**src/design/bankers_safety_check_unit_defines.svh**
```systemverilog
// Assertion macros shared by the safety check unit RTL.
// Depends on nothing; included by the files that carry assertions.
`ifndef BANKERS_SAFETY_CHECK_UNIT_DEFINES_SVH
`define BANKERS_SAFETY_CHECK_UNIT_DEFINES_SVH

// same-cycle implication, disabled while reset is held
`define BSC_ASSERT_IMP(name, clk, rstn, ante, cons) \
    name: assert property (@(posedge clk) disable iff (!rstn) (ante) |-> (cons)) \
        else $error("bsc assertion failed");

// next-cycle implication, disabled while reset is held
`define BSC_ASSERT_NXT(name, clk, rstn, ante, cons) \
    name: assert property (@(posedge clk) disable iff (!rstn) (ante) |=> (cons)) \
        else $error("bsc assertion failed");

`endif

```
**src/design/bsc_pkg.sv**
```systemverilog
// Shared types, codes and the control store of the safety check unit.
// Depends on nothing; used by every module of the unit but the matrix memory.
package bsc_pkg;

    localparam int DEF_PROCESSES   = 8;
    localparam int DEF_RESOURCES   = 4;
    localparam int DEF_COUNT_WIDTH = 8;

    localparam int CMD_W = 2;
    localparam logic [CMD_W-1:0] CMD_WR_MAX   = 2'd0;
    localparam logic [CMD_W-1:0] CMD_WR_ALLOC = 2'd1;
    localparam logic [CMD_W-1:0] CMD_WR_AVAIL = 2'd2;
    localparam logic [CMD_W-1:0] CMD_CHECK    = 2'd3;

    localparam int PROC_IDX_W = 3;
    localparam int RES_IDX_W  = 2;
    localparam int AMOUNT_W   = 8;
    localparam int AMT_EXT_W  = 16;
    localparam int SEQ_W      = 3;

    localparam int WORK_W = 11;
    localparam logic [WORK_W-1:0] WORK_MAX = 11'd2047;

    localparam int UPC_W  = 4;
    localparam int COND_W = 4;

    localparam logic [UPC_W-1:0] ST_CLEAR   = 4'd0;
    localparam logic [UPC_W-1:0] ST_IDLE    = 4'd1;
    localparam logic [UPC_W-1:0] ST_INIT    = 4'd2;
    localparam logic [UPC_W-1:0] ST_PROC    = 4'd3;
    localparam logic [UPC_W-1:0] ST_CHK_RD  = 4'd4;
    localparam logic [UPC_W-1:0] ST_CHK_EV  = 4'd5;
    localparam logic [UPC_W-1:0] ST_REL_RD  = 4'd6;
    localparam logic [UPC_W-1:0] ST_REL_EV  = 4'd7;
    localparam logic [UPC_W-1:0] ST_APPEND  = 4'd8;
    localparam logic [UPC_W-1:0] ST_NEXTP   = 4'd9;
    localparam logic [UPC_W-1:0] ST_PASS    = 4'd10;
    localparam logic [UPC_W-1:0] ST_RETRY   = 4'd11;
    localparam logic [UPC_W-1:0] ST_UNSAFE  = 4'd12;
    localparam logic [UPC_W-1:0] ST_SAFE    = 4'd13;
    localparam logic [UPC_W-1:0] ST_DONE    = 4'd14;

    localparam logic [COND_W-1:0] COND_NONE      = 4'd0;
    localparam logic [COND_W-1:0] COND_ALWAYS    = 4'd1;
    localparam logic [COND_W-1:0] COND_NO_START  = 4'd2;
    localparam logic [COND_W-1:0] COND_FLAGGED   = 4'd3;
    localparam logic [COND_W-1:0] COND_MORE_R    = 4'd4;
    localparam logic [COND_W-1:0] COND_NO_FIT    = 4'd5;
    localparam logic [COND_W-1:0] COND_MORE_P    = 4'd6;
    localparam logic [COND_W-1:0] COND_ALL_FOUND = 4'd7;
    localparam logic [COND_W-1:0] COND_ANY       = 4'd8;
    localparam logic [COND_W-1:0] COND_MORE_CLR  = 4'd9;

    typedef struct packed {
        logic              in_ready;
        logic              mem_clr;
        logic              adv_rp;
        logic              init;
        logic              set_fit;
        logic              test_fit;
        logic              adv_r;
        logic              rel_work;
        logic              append;
        logic              adv_p;
        logic              clr_any;
        logic              wait_out;
        logic              emit_unsafe;
        logic              emit_seq;
        logic [COND_W-1:0] cond;
        logic [UPC_W-1:0]  target;
    } ctrl_t;

    typedef struct packed {
        logic start;
        logic flagged;
        logic last_r;
        logic fit;
        logic last_p;
        logic all_found;
        logic any;
        logic out_busy;
    } stat_t;

    function automatic ctrl_t ucode(input logic [UPC_W-1:0] step);
        ctrl_t c;
        c = '0;
        case (step)
            ST_CLEAR: begin
                c.mem_clr = 1'b1; c.adv_rp = 1'b1;
                c.cond = COND_MORE_CLR; c.target = ST_CLEAR;
            end
            ST_IDLE: begin
                c.in_ready = 1'b1;
                c.cond = COND_NO_START; c.target = ST_IDLE;
            end
            ST_INIT: begin
                c.init = 1'b1;
            end
            ST_PROC: begin
                c.set_fit = 1'b1;
                c.cond = COND_FLAGGED; c.target = ST_NEXTP;
            end
            ST_CHK_RD: begin
                c.cond = COND_NONE;
            end
            ST_CHK_EV: begin
                c.test_fit = 1'b1; c.adv_r = 1'b1;
                c.cond = COND_MORE_R; c.target = ST_CHK_RD;
            end
            ST_REL_RD: begin
                c.cond = COND_NO_FIT; c.target = ST_NEXTP;
            end
            ST_REL_EV: begin
                c.rel_work = 1'b1; c.adv_r = 1'b1;
                c.cond = COND_MORE_R; c.target = ST_REL_RD;
            end
            ST_APPEND: begin
                c.append = 1'b1;
            end
            ST_NEXTP: begin
                c.adv_p = 1'b1;
                c.cond = COND_MORE_P; c.target = ST_PROC;
            end
            ST_PASS: begin
                c.cond = COND_ALL_FOUND; c.target = ST_SAFE;
            end
            ST_RETRY: begin
                c.clr_any = 1'b1;
                c.cond = COND_ANY; c.target = ST_PROC;
            end
            ST_UNSAFE: begin
                c.wait_out = 1'b1; c.emit_unsafe = 1'b1;
                c.cond = COND_ALWAYS; c.target = ST_IDLE;
            end
            ST_SAFE: begin
                c.wait_out = 1'b1; c.emit_seq = 1'b1; c.adv_p = 1'b1;
                c.cond = COND_MORE_P; c.target = ST_SAFE;
            end
            ST_DONE: begin
                c.cond = COND_ALWAYS; c.target = ST_IDLE;
            end
            default: begin
                c.cond = COND_ALWAYS; c.target = ST_IDLE;
            end
        endcase
        return c;
    endfunction

endpackage

```
**src/design/bsc_ucode_seq.sv**
```systemverilog
// Microcode sequencer: step counter, control store lookup and branch test.
// Depends on bsc_pkg.
module bsc_ucode_seq (
    input  logic           aclk,
    input  logic           aresetn,
    input  bsc_pkg::stat_t stat_i,
    output bsc_pkg::ctrl_t ctrl_o
);

    logic [bsc_pkg::UPC_W-1:0] upc_reg;
    logic [bsc_pkg::UPC_W-1:0] upc_next;
    bsc_pkg::ctrl_t            word;
    logic                      taken;
    logic                      hold;

    assign word = bsc_pkg::ucode(upc_reg);
    assign hold = word.wait_out && stat_i.out_busy;

    always_comb begin
        case (word.cond)
            bsc_pkg::COND_NONE:      taken = 1'b0;
            bsc_pkg::COND_ALWAYS:    taken = 1'b1;
            bsc_pkg::COND_NO_START:  taken = !stat_i.start;
            bsc_pkg::COND_FLAGGED:   taken = stat_i.flagged;
            bsc_pkg::COND_MORE_R:    taken = !stat_i.last_r;
            bsc_pkg::COND_NO_FIT:    taken = !stat_i.fit;
            bsc_pkg::COND_MORE_P:    taken = !stat_i.last_p;
            bsc_pkg::COND_ALL_FOUND: taken = stat_i.all_found;
            bsc_pkg::COND_ANY:       taken = stat_i.any;
            bsc_pkg::COND_MORE_CLR:  taken = !(stat_i.last_r && stat_i.last_p);
            default:                 taken = 1'b0;
        endcase
    end

    always_comb begin
        if (hold) begin
            upc_next = upc_reg;
        end else if (taken) begin
            upc_next = word.target;
        end else begin
            upc_next = upc_reg + 1'b1;
        end
    end

    always_ff @(posedge aclk) begin
        if (!aresetn) begin
            upc_reg <= bsc_pkg::ST_CLEAR;
        end else begin
            upc_reg <= upc_next;
        end
    end

    // stall: drop all actions while the result register is still occupied
    assign ctrl_o = hold ? '0 : word;

endmodule

```
**src/design/bsc_matrix_mem.sv**
```systemverilog
// Maximum-claim and allocation matrices, one write and one registered read port each.
// Depends on nothing.
module bsc_matrix_mem #(
    parameter int AW = 5,
    parameter int DW = 8
) (
    input  logic          aclk,
    input  logic          we_max,
    input  logic          we_alloc,
    input  logic [AW-1:0] waddr,
    input  logic [DW-1:0] wdata,
    input  logic [AW-1:0] raddr,
    output logic [DW-1:0] max_rd,
    output logic [DW-1:0] alloc_rd
);

    localparam int DEPTH = 1 << AW;

    logic [DW-1:0] max_mem   [DEPTH];
    logic [DW-1:0] alloc_mem [DEPTH];

    always_ff @(posedge aclk) begin
        if (we_max) begin
            max_mem[waddr] <= wdata;
        end
        max_rd <= max_mem[raddr];
    end

    always_ff @(posedge aclk) begin
        if (we_alloc) begin
            alloc_mem[waddr] <= wdata;
        end
        alloc_rd <= alloc_mem[raddr];
    end

endmodule

```
**src/design/bsc_datapath.sv**
```systemverilog
// Datapath of the safety check: counters, work vector, flags, sequence, result register.
// Depends on bsc_pkg and bankers_safety_check_unit_defines.svh.
`include "bankers_safety_check_unit_defines.svh"

module bsc_datapath #(
    parameter int PROCESSES   = bsc_pkg::DEF_PROCESSES,
    parameter int RESOURCES   = bsc_pkg::DEF_RESOURCES,
    parameter int COUNT_WIDTH = bsc_pkg::DEF_COUNT_WIDTH,
    parameter int PW          = (PROCESSES > 1) ? $clog2(PROCESSES) : 1,
    parameter int RW          = (RESOURCES > 1) ? $clog2(RESOURCES) : 1
) (
    input  logic                              aclk,
    input  logic                              aresetn,
    input  bsc_pkg::ctrl_t                    ctrl_i,
    input  logic                              s_valid,
    input  logic [bsc_pkg::CMD_W-1:0]         s_cmd,
    input  logic [bsc_pkg::PROC_IDX_W-1:0]    s_proc_index,
    input  logic [bsc_pkg::RES_IDX_W-1:0]     s_res_index,
    input  logic [bsc_pkg::AMOUNT_W-1:0]      s_amount,
    input  logic                              m_ready,
    output logic                              m_valid,
    output logic                              m_safe,
    output logic [bsc_pkg::SEQ_W-1:0]         m_seq_position,
    output logic [bsc_pkg::SEQ_W-1:0]         m_proc_id,
    output logic                              m_last,
    output bsc_pkg::stat_t                    stat_o,
    output logic                              mem_we_max,
    output logic                              mem_we_alloc,
    output logic [PW+RW-1:0]                  mem_waddr,
    output logic [COUNT_WIDTH-1:0]            mem_wdata,
    output logic [PW+RW-1:0]                  mem_raddr,
    input  logic [COUNT_WIDTH-1:0]            max_rd,
    input  logic [COUNT_WIDTH-1:0]            alloc_rd
);

    localparam int FW    = $clog2(PROCESSES + 1);
    localparam int WK_W  = (COUNT_WIDTH > bsc_pkg::WORK_W) ? COUNT_WIDTH : bsc_pkg::WORK_W;
    localparam int CMP_W = WK_W + 2;

    logic [PW-1:0]          p_reg, p_next;
    logic [RW-1:0]          r_reg, r_next;
    logic [FW-1:0]          found_reg, found_next;
    logic                   any_reg, any_next;
    logic                   fit_reg, fit_next;
    logic [PROCESSES-1:0]   flags_reg, flags_next;
    logic                   m_valid_reg, m_valid_next;
    logic [COUNT_WIDTH-1:0] avail_reg [RESOURCES];
    logic [WK_W-1:0]        work_reg  [RESOURCES];
    logic [bsc_pkg::SEQ_W-1:0] seq_reg [PROCESSES];

    logic                   last_p, last_r;
    logic                   load_acc, proc_ok, res_ok;
    logic [bsc_pkg::AMT_EXT_W-1:0] amt_ext;
    logic [COUNT_WIDTH-1:0] amt;
    logic signed [CMP_W-1:0] need_s, work_s;
    logic                   need_over;
    logic [WK_W:0]          rel_sum;
    logic [WK_W-1:0]        rel_sat;
    logic                   emit;

    assign last_p   = (p_reg == PW'(PROCESSES - 1));
    assign last_r   = (r_reg == RW'(RESOURCES - 1));
    assign load_acc = s_valid && ctrl_i.in_ready;
    assign proc_ok  = (32'(s_proc_index) < PROCESSES);
    assign res_ok   = (32'(s_res_index) < RESOURCES);
    assign amt_ext  = bsc_pkg::AMT_EXT_W'(s_amount);
    assign amt      = amt_ext[COUNT_WIDTH-1:0];

    assign need_s    = $signed(CMP_W'(max_rd)) - $signed(CMP_W'(alloc_rd));
    assign work_s    = $signed(CMP_W'(work_reg[r_reg]));
    assign need_over = (need_s > work_s);

    assign rel_sum = (WK_W+1)'(work_reg[r_reg]) + (WK_W+1)'(alloc_rd);
    assign rel_sat = (rel_sum > (WK_W+1)'(bsc_pkg::WORK_MAX)) ?
                     WK_W'(bsc_pkg::WORK_MAX) : rel_sum[WK_W-1:0];

    assign emit = ctrl_i.emit_seq || ctrl_i.emit_unsafe;

    // matrix port: clearing sweep or a load transaction
    assign mem_we_max   = ctrl_i.mem_clr ||
                          (load_acc && s_cmd == bsc_pkg::CMD_WR_MAX && proc_ok && res_ok);
    assign mem_we_alloc = ctrl_i.mem_clr ||
                          (load_acc && s_cmd == bsc_pkg::CMD_WR_ALLOC && proc_ok && res_ok);
    assign mem_waddr    = ctrl_i.mem_clr ? {p_reg, r_reg} :
                          {PW'(s_proc_index), RW'(s_res_index)};
    assign mem_wdata    = ctrl_i.mem_clr ? '0 : amt;
    assign mem_raddr    = {p_reg, r_reg};

    always_comb begin
        p_next       = p_reg;
        r_next       = r_reg;
        found_next   = found_reg;
        any_next     = any_reg;
        fit_next     = fit_reg;
        flags_next   = flags_reg;
        m_valid_next = m_valid_reg;
        if (ctrl_i.init) begin
            p_next     = '0;
            r_next     = '0;
            found_next = '0;
            any_next   = 1'b0;
            flags_next = '0;
        end
        if (ctrl_i.adv_r || ctrl_i.adv_rp) begin
            r_next = last_r ? '0 : r_reg + 1'b1;
        end
        if (ctrl_i.adv_p || (ctrl_i.adv_rp && last_r)) begin
            p_next = last_p ? '0 : p_reg + 1'b1;
        end
        if (ctrl_i.set_fit) begin
            fit_next = 1'b1;
        end
        if (ctrl_i.test_fit && need_over) begin
            fit_next = 1'b0;
        end
        if (ctrl_i.clr_any) begin
            any_next = 1'b0;
        end
        if (ctrl_i.append) begin
            found_next        = found_reg + 1'b1;
            any_next          = 1'b1;
            flags_next[p_reg] = 1'b1;
        end
        if (emit) begin
            m_valid_next = 1'b1;
        end else if (m_ready) begin
            m_valid_next = 1'b0;
        end
    end

    always_ff @(posedge aclk) begin
        if (!aresetn) begin
            p_reg       <= '0;
            r_reg       <= '0;
            found_reg   <= '0;
            any_reg     <= 1'b0;
            fit_reg     <= 1'b0;
            flags_reg   <= '0;
            m_valid_reg <= 1'b0;
            for (int i = 0; i < RESOURCES; i++) begin
                avail_reg[i] <= '0;
            end
        end else begin
            p_reg       <= p_next;
            r_reg       <= r_next;
            found_reg   <= found_next;
            any_reg     <= any_next;
            fit_reg     <= fit_next;
            flags_reg   <= flags_next;
            m_valid_reg <= m_valid_next;
            if (load_acc && s_cmd == bsc_pkg::CMD_WR_AVAIL && res_ok) begin
                avail_reg[RW'(s_res_index)] <= amt;
            end
        end
    end

    always_ff @(posedge aclk) begin
        if (ctrl_i.init) begin
            for (int i = 0; i < RESOURCES; i++) begin
                work_reg[i] <= WK_W'(avail_reg[i]);
            end
        end else if (ctrl_i.rel_work) begin
            work_reg[r_reg] <= rel_sat;
        end
        if (ctrl_i.append) begin
            seq_reg[found_reg[PW-1:0]] <= bsc_pkg::SEQ_W'(p_reg);
        end
        if (ctrl_i.emit_seq) begin
            m_safe         <= 1'b1;
            m_seq_position <= bsc_pkg::SEQ_W'(p_reg);
            m_proc_id      <= seq_reg[p_reg];
            m_last         <= last_p;
        end else if (ctrl_i.emit_unsafe) begin
            m_safe         <= 1'b0;
            m_seq_position <= '0;
            m_proc_id      <= '0;
            m_last         <= 1'b1;
        end
    end

    assign m_valid = m_valid_reg;

    assign stat_o.start     = s_valid && s_cmd == bsc_pkg::CMD_CHECK;
    assign stat_o.flagged   = flags_reg[p_reg];
    assign stat_o.last_r    = last_r;
    assign stat_o.fit       = fit_reg;
    assign stat_o.last_p    = last_p;
    assign stat_o.all_found = (found_reg == FW'(PROCESSES));
    assign stat_o.any       = any_reg;
    assign stat_o.out_busy  = m_valid_reg && !m_ready;

    `BSC_ASSERT_IMP(a_found_bound, aclk, aresetn, 1'b1, found_reg <= FW'(PROCESSES))
    `BSC_ASSERT_IMP(a_append_fresh, aclk, aresetn, ctrl_i.append, !flags_reg[p_reg])
    `BSC_ASSERT_IMP(a_emit_free, aclk, aresetn, emit, !(m_valid_reg && !m_ready))
    `BSC_ASSERT_NXT(a_emit_shows, aclk, aresetn, emit, m_valid_reg)

endmodule

```
**src/design/bankers_safety_check_unit.sv**
```systemverilog
// Banker's algorithm safety check unit. A load transaction (max claim, allocation
// or available) writes one entry and returns nothing. A check transaction copies
// available into a work vector and makes whole passes over the processes; it
// returns one unsafe transaction, or PROCESSES transactions that carry the safe
// sequence in order. A microcoded sequencer over one shared matrix read port
// tests each unfinished process against work in every pass and, when it fits,
// adds its allocation back to work; results then leave one per cycle as m_ready
// allows. After reset a clearing sweep zeroes the matrices before the first
// transaction is accepted. The next transaction is accepted while the last
// result still waits in the output register.
module bankers_safety_check_unit #(
    parameter int PROCESSES   = bsc_pkg::DEF_PROCESSES,
    parameter int RESOURCES   = bsc_pkg::DEF_RESOURCES,
    parameter int COUNT_WIDTH = bsc_pkg::DEF_COUNT_WIDTH
) (
    input  logic                           aclk,
    input  logic                           aresetn,
    input  logic                           s_valid,
    output logic                           s_ready,
    input  logic [bsc_pkg::CMD_W-1:0]      s_cmd,
    input  logic [bsc_pkg::PROC_IDX_W-1:0] s_proc_index,
    input  logic [bsc_pkg::RES_IDX_W-1:0]  s_res_index,
    input  logic [bsc_pkg::AMOUNT_W-1:0]   s_amount,
    output logic                           m_valid,
    input  logic                           m_ready,
    output logic                           m_safe,
    output logic [bsc_pkg::SEQ_W-1:0]      m_seq_position,
    output logic [bsc_pkg::SEQ_W-1:0]      m_proc_id,
    output logic                           m_last
);

    localparam int PW = (PROCESSES > 1) ? $clog2(PROCESSES) : 1;
    localparam int RW = (RESOURCES > 1) ? $clog2(RESOURCES) : 1;
    localparam int AW = PW + RW;

    bsc_pkg::ctrl_t         ctrl;
    bsc_pkg::stat_t         stat;
    logic                   mem_we_max;
    logic                   mem_we_alloc;
    logic [AW-1:0]          mem_waddr;
    logic [COUNT_WIDTH-1:0] mem_wdata;
    logic [AW-1:0]          mem_raddr;
    logic [COUNT_WIDTH-1:0] max_rd;
    logic [COUNT_WIDTH-1:0] alloc_rd;

    bsc_ucode_seq u_seq (
        .aclk    (aclk),
        .aresetn (aresetn),
        .stat_i  (stat),
        .ctrl_o  (ctrl)
    );

    bsc_matrix_mem #(
        .AW (AW),
        .DW (COUNT_WIDTH)
    ) u_mem (
        .aclk     (aclk),
        .we_max   (mem_we_max),
        .we_alloc (mem_we_alloc),
        .waddr    (mem_waddr),
        .wdata    (mem_wdata),
        .raddr    (mem_raddr),
        .max_rd   (max_rd),
        .alloc_rd (alloc_rd)
    );

    bsc_datapath #(
        .PROCESSES   (PROCESSES),
        .RESOURCES   (RESOURCES),
        .COUNT_WIDTH (COUNT_WIDTH),
        .PW          (PW),
        .RW          (RW)
    ) u_dp (
        .aclk           (aclk),
        .aresetn        (aresetn),
        .ctrl_i         (ctrl),
        .s_valid        (s_valid),
        .s_cmd          (s_cmd),
        .s_proc_index   (s_proc_index),
        .s_res_index    (s_res_index),
        .s_amount       (s_amount),
        .m_ready        (m_ready),
        .m_valid        (m_valid),
        .m_safe         (m_safe),
        .m_seq_position (m_seq_position),
        .m_proc_id      (m_proc_id),
        .m_last         (m_last),
        .stat_o         (stat),
        .mem_we_max     (mem_we_max),
        .mem_we_alloc   (mem_we_alloc),
        .mem_waddr      (mem_waddr),
        .mem_wdata      (mem_wdata),
        .mem_raddr      (mem_raddr),
        .max_rd         (max_rd),
        .alloc_rd       (alloc_rd)
    );

    assign s_ready = ctrl.in_ready;

endmodule

```
**config.mk**
```make
export PLATFORM = sky130hd
export DESIGN_NAME = bankers_safety_check_unit
export DESIGN_NICKNAME = d
export VERILOG_FILES = /design/src/design/bsc_pkg.sv /design/src/design/bsc_ucode_seq.sv /design/src/design/bsc_matrix_mem.sv /design/src/design/bsc_datapath.sv /design/src/design/bankers_safety_check_unit.sv
export VERILOG_INCLUDE_DIRS = /design/src /design/src/design
export SDC_FILE = /design/constraint.sdc
export NUM_CORES = 1
export LEC_CHECK = 0
export BUFFER_PORTS_ARGS = -buffer_cell sky130_fd_sc_hd__buf_4
export CORE_MARGIN = 2
export CORE_UTILIZATION = 39
export DETAILED_ROUTE_END_ITERATION = 8
export MAX_ROUTING_LAYER = met4
export PLACE_DENSITY = 0.61
export SLEW_MARGIN = 5
export SYNTH_ARGS = -nofsm -noshare
export SYNTH_HDL_FRONTEND = slang
export SYNTH_SLANG_ARGS = --single-unit
```
**constraint.sdc**
```tcl
create_clock -name aclk -period 3.3 [get_ports aclk]
set_input_delay 0.495 -clock aclk [delete_from_list [all_inputs] [get_ports aclk]]
set_output_delay 0.495 -clock aclk [all_outputs]
set_load 0.05 [all_outputs]
```
# Yosys cells after proc, flatten, opt, wreduce, memory -nomap -nowiden
# Memories as Yosys holds them, arrays and structs flattened. A register that Yosys moved wholly into a read port is not among the register bits.
# Index checks and enable logic that the tools add are counted.
# W data, S select, Z words.
[totals]
regBits = 32
latchBits = 0
ramBits = 612
romBits = 0
input_bits = 19
memories = 5
[op_classes]
add_sub_neg = 6
n_mul = 0
div_mod_pow = 0
magnitude_cmp = 4
n_eq_ne = 28
shift = 0
n_mux = 70
bitwise = 2
n_reduce_logical = 41
[memory_table]
columns = ["memory", "depth", "word_bits", "rd", "rd_clocked_by_memory_dff", "write_ports", "line_no", "source"]
rows = [
  ["u_mem.alloc_mem", 32, 8, 1, 1, 1, "bsc_matrix_mem.sv:20", "logic [DW-1:0] alloc_mem [DEPTH];"],
  ["u_mem.max_mem", 32, 8, 1, 1, 1, "bsc_matrix_mem.sv:19", "logic [DW-1:0] max_mem [DEPTH];"],
  ["u_dp.work_reg", 4, 11, 1, 1, 4, "bsc_datapath.sv:48", "logic [WK_W-1:0] work_reg [RESOURCES];"],
  ["u_dp.avail_reg", 4, 8, 4, 0, 4, "bsc_datapath.sv:47", "logic [COUNT_WIDTH-1:0] avail_reg [RESOURCES];"],
  ["u_dp.seq_reg", 8, 3, 1, 1, 1, "bsc_datapath.sv:49", "logic [bsc_pkg::SEQ_W-1:0] seq_reg [PROCESSES];"],
]
[op_table]
columns = ["cell", "n"]
rows = [
  ["$mux W1", 38],
  ["$eq A4 B4 Y1 const B", 9],
  ["$pmux W4 S9", 1],
  ["$eq A4 B3 Y1 const B", 8],
  ["$mux W8", 4],
  ["$mux W3", 8],
  ["$pmux W4 S6", 1],
  ["$mux W11", 2],
  ["$mux W22", 1],
  ["$eq A4 B2 Y1 const B", 4],
  ["$mux W2", 8],
  ["$reduce_or A2 Y1", 7],
  ["$gt A13 B12 Y1", 1],
  ["$add A11 B8 Y12", 1],
  ["$gt A12 B11 Y1 const B", 1],
  ["$mux W4", 3],
  ["$logic_and A1 B1 Y1", 11],
  ["$reduce_or A11 Y1", 1],
  ["$reduce_bool A2 Y1", 5],
  ["$pmux W1 S9", 1],
  ["$sub A8 B8 Y9", 1],
  ["$add A4 B1 Y4 const B", 2],
  ["$eq A4 B1 Y1 const B", 2],
  ["$or A8 B8 Y8", 1],
  ["other kinds (19)", 30],
]

# Depth between registers and ports, before layout
[logic_depth]
depth_word = 12
depth_mapped = 16
mapped_depth_nobuf = 16

# By module
# Synthesis repeated with hierarchy kept, for this count alone.
[hier_totals]
cells_unflattened = 1884
area_unflattened_um2 = 28369.7
[by_module_without_submodules]
columns = ["module", "instances", "cells_per_inst", "area_each_um2", "seq_area_each_um2"]
rows = [
  ["bsc_matrix_mem", 1, 1188, 20707.4, 15695.1],
  ["bsc_datapath", 1, 577, 6867.8, 3733.6],
  ["bsc_ucode_seq", 1, 119, 794.5, 80.1],
]

# Worst setup path before layout
# No wires, ideal clock.
[synth_timing]
path_kind = "register to register"
startpoint = "register (tool-made name)"
endpoint = "memory u_dp.work_reg[1][6] (netlist bit) (data pin)"
setup_ns = 0.260
t_arrival_ns = 2.847
slack_ns = 0.193
stages_incl_launch_ff = 13
n_path_buf = 1
synth_period_minus_slack_ns = 3.107
path_cell_list = "dfxtp_1 buf_2 mux4_2 ha_1 inv_1 fa_1 nor2b_1 o21a_1 o21ai_0 a21bo_2 nor3b_1 o21ai_0 mux2_2"
[synth_rtl]
columns = ["element", "line_no"]
rows = [
  ["end, declared", "bsc_datapath.sv:48"],
]

==> impl_metrics.py <==
metrics = {
    "logic_synthesis": {
        "yosysSeqAreaShare_pct": 71.82,
        "avgSynthCellArea_sq_um": 17.63,
        "yosys_warnings": 0,
        "ys_ff_latch": 665,
        "synthDistinctLibCells": 66,
        "synth_top_flop_cell": "edfxtp_1",
        "syn_nets": 1599,
        "async_flop_share_pct": 0,
        "synth.area.top_cells": "edfxtp_1, mux4_2, dfxtp_1, a22oi_1, nor2_1",
        "syn_area_sq_um": 27160,
        "synthTopCellsByCount": "edfxtp_1, mux4_2, nor2_1",
        "synth_edf_count": 619,
        "synth_top_area_share_pct": 68.43,
        "netlist_instances": 1541,
        "yosys.area.top_type": "edfxtp_1",
        "post-synth-top-count-cell": "edfxtp_1",
    },
    "timing": {
        "max_freq_ghz": 0.3239,
        "setup_viol": 0,
        "slew_headroom_pct": 38.21,
        "hold_viol": 0,
        "finClkSkew_ns": 0.02362,
        "worst_pin_slew_ns": 0.9218,
        "rsz0062_at_grt": "no",
        "tns_ns": 0,
        "min_period_ns": 3.087,
        "report.final.slew_viol_count": 0,
        "fin_crit_sh_pct": 93.55,
    },
    "pwr": {
        "power.switching_mw": 4.354,
        "power_frac_clock_pct": 41.7,
        "switching_share_pct": 22.76,
        "cellLeakagePower_nw": 10.61,
        "p_int_mw": 14.78,
        "ir_drop_v": 0.0004581,
        "p_comb_share_pct": 9.3,
        "pwr-share-seq_pct": 49.0,
        "power_density_nw_per_um2": 604.2,
    },
    "floorplan": {
        "initial_core_util_pct": 39.47,
        "ioPinCount": 29,
        "dieHeight_um": 267.9,
        "dieArea_sq_um": 71780,
        "core_sq_um": 68830,
        "fp.dieW_um": 267.9,
        "rows": 96,
    },
    "routing": {
        "first_pass_iters": 7,
        "ant_nets": 0,
        "num_vias": 14575,
        "routed_via_density": 5.420,
        "drtIter0Drc": 1358,
        "finalWirelength_um": 61990,
        "drc_errors": 0,
        "wl_per_cell_um": 23.05,
    },
    "worst_setup_path": {
        "end_kind": "flip-flop",
        "crit_path_start_kind": "flip-flop",
        "crit_fanout": 8,
        "cp.required_ns": 3.65,
        "crit_arrival_ns": 3.44,
        "crit_type": "flip-flop to flip-flop",
    },
    "layout": {
        "drive_gt1_share_pct": 26.39,
        "synthToLayoutAreaGrowth_pct": 16.58,
        "num_antenna_cells": 0,
        "fin_util_pct": 46.01,
        "fin_nets": 1762,
        "fillCellCount": 5817,
    },
    "placed_design": {
        "hpwlAfterDp_um": 40210,
        "gp_congestion": 0.8729,
        "port_buffers": 28,
    },
    "global_routing": {
        "antenna_found_initial": 0,
        "grt_pass1_wl_um": 93490,
        "grtUsageTotal_pct": 18.19,
        "grt_pass1_vias": 14786,
        "grt_overflow": 0,
        "grt_max_degree": 66,
    },
    "job": {
        "cap_violations": 0,
    },
    "status": {
        "outcome": "finished, final reports clean",
    },
    "cts": {
        "clockBufferDepth": 3,
        "htreeDepth": 3,
        "path_clk_slew_ns": 0.06,
        "root_buffer": "clkbuf_16",
        "cts_made_buffers": 69,
        "cts_num_sinks": 665,
        "tritoncts": "yes",
        "post_cts_buffers": 0,
        "worstSkewPairLatency_ns": 0.61,
    },
    "hold_path": {
        "hp-class": "primary input to flip-flop",
    },
}
critical path, stage by stage, from the launching register on:
cell and delay, ns:
dfxtp_1 0.35, buf_12 0.15, mux4_2 0.52, ha_1 0.23, inv_1 0.08, fa_1 0.21, nor2b_1 0.06, o21a_1 0.18
o21ai_2 0.16, a21bo_2 0.17, nor3b_1 0.23, o21ai_0 0.18, mux2_2 0.31
logic make-up after synthesis:
logic type | after synthesis | share of synthesized area (%)
buffers and inverters | 105 | 1.861
muxes | 162 | 12.72
adders and majority gates | 40 | 1.888
AOI/OAI and AO/OA | 206 | 5.205
DFF | 665 | 71.82
xor gates and xnor gates | 11 | 0.3547
and+or+nand+nor | 352 | 6.154
layout by cell type (no fill, tap or decap), drive strengths merged, types with 9 or more instances in the layout:
cell type  instances
edfxtp           619
mux2i             10
clkbuf            77
nand4             18
inv               41
buf              159
nand3             10
nor2b              9
clkinv            32
nor3              20
dfxtp             46
ha                37
bufinv             9
mux4             146
o21ai             46
nand2             80
and2              44
nor2             135
a22oi             75
a21oi             29
power groups by stage:
stage / logic, mW / registers [mW] / clock network (mW)
global route: 1.97 / 9.38 / 8.44
finish: 1.78 / 9.37 / 7.99
global placement: 1.74 / 9.54 / 0
floorplan: 1.22 / 9.48 / 0
detailed placement: 1.77 / 9.55 / 0
CTS: 1.78 / 9.37 / 8.14
worst paths after layout:
check                                               from                            end  slack [ns]  cells past startpoint
worst min-delay path                             m_ready      u_dp.m_valid$_SDFFE_PN0P_        0.20                      3
worst max register to register                 flip-flop  u_dp.work_reg[0][6]$_DFFE_PP_        0.21                     12
worst min register to register  u_dp.m_safe$_SDFFE_PP1P_       u_dp.m_safe$_SDFFE_PP1P_        0.47                      2
worst max-delay path                           flip-flop  u_dp.work_reg[0][6]$_DFFE_PP_        0.21                     12
layout make-up:
cell class                      instances  area (sq um)  share of cell area (%)
Inverter                               38         142.6                  0.4504
Tap cell                              931          1165                   3.678
Clock inverter                         48         504.2                   1.592
Multi-Input combinational cell        771          7208                   22.76
Sequential cell                       665         19520                   61.63
Clock buffer                           77          1851                   5.844
Timing Repair Buffer                  159          1281                   4.046
through the flow:
| step | hold slack [ns] | setup slack [ns] | power, mW | cell area [sq um] | instances |
|---|---|---|---|---|---|
| after global placement | 0.4664 | 0.1105 | 11.28 | 29290 | 2564 |
| after CTS | 0.1623 | 0.05806 | 19.29 | 31650 | 2689 |
| after detailed placement | 0.4653 | 0.08086 | 11.32 | 29290 | 2564 |
| after floorplan | 0.4625 | 0.1929 | 10.70 | 27160 | 1541 |
| final | 0.1952 | 0.2127 | 19.13 | 31670 | 2689 |
| after global routing | 0.1812 | 0.001227 | 19.79 | 31670 | 2689 |
routing by layer:
layer	GRT usage (%)	vias up	wire (um)	part of all wire [%]
met5	-	-	0	0
met4	5.239	0	1269	2.0
met3	3.061	92	3944	6.4
met2	29.11	450	30420	49
met1	24.07	7554	26350	43
li1	-	6479	-	-
timing repair:
item	4_1_cts	5_1_grt
hold buffers	0	0
gates resized for setup	0	6
setup endpoints to repair	0	11
No activity file was read; power rests on OpenSTA's default activity.
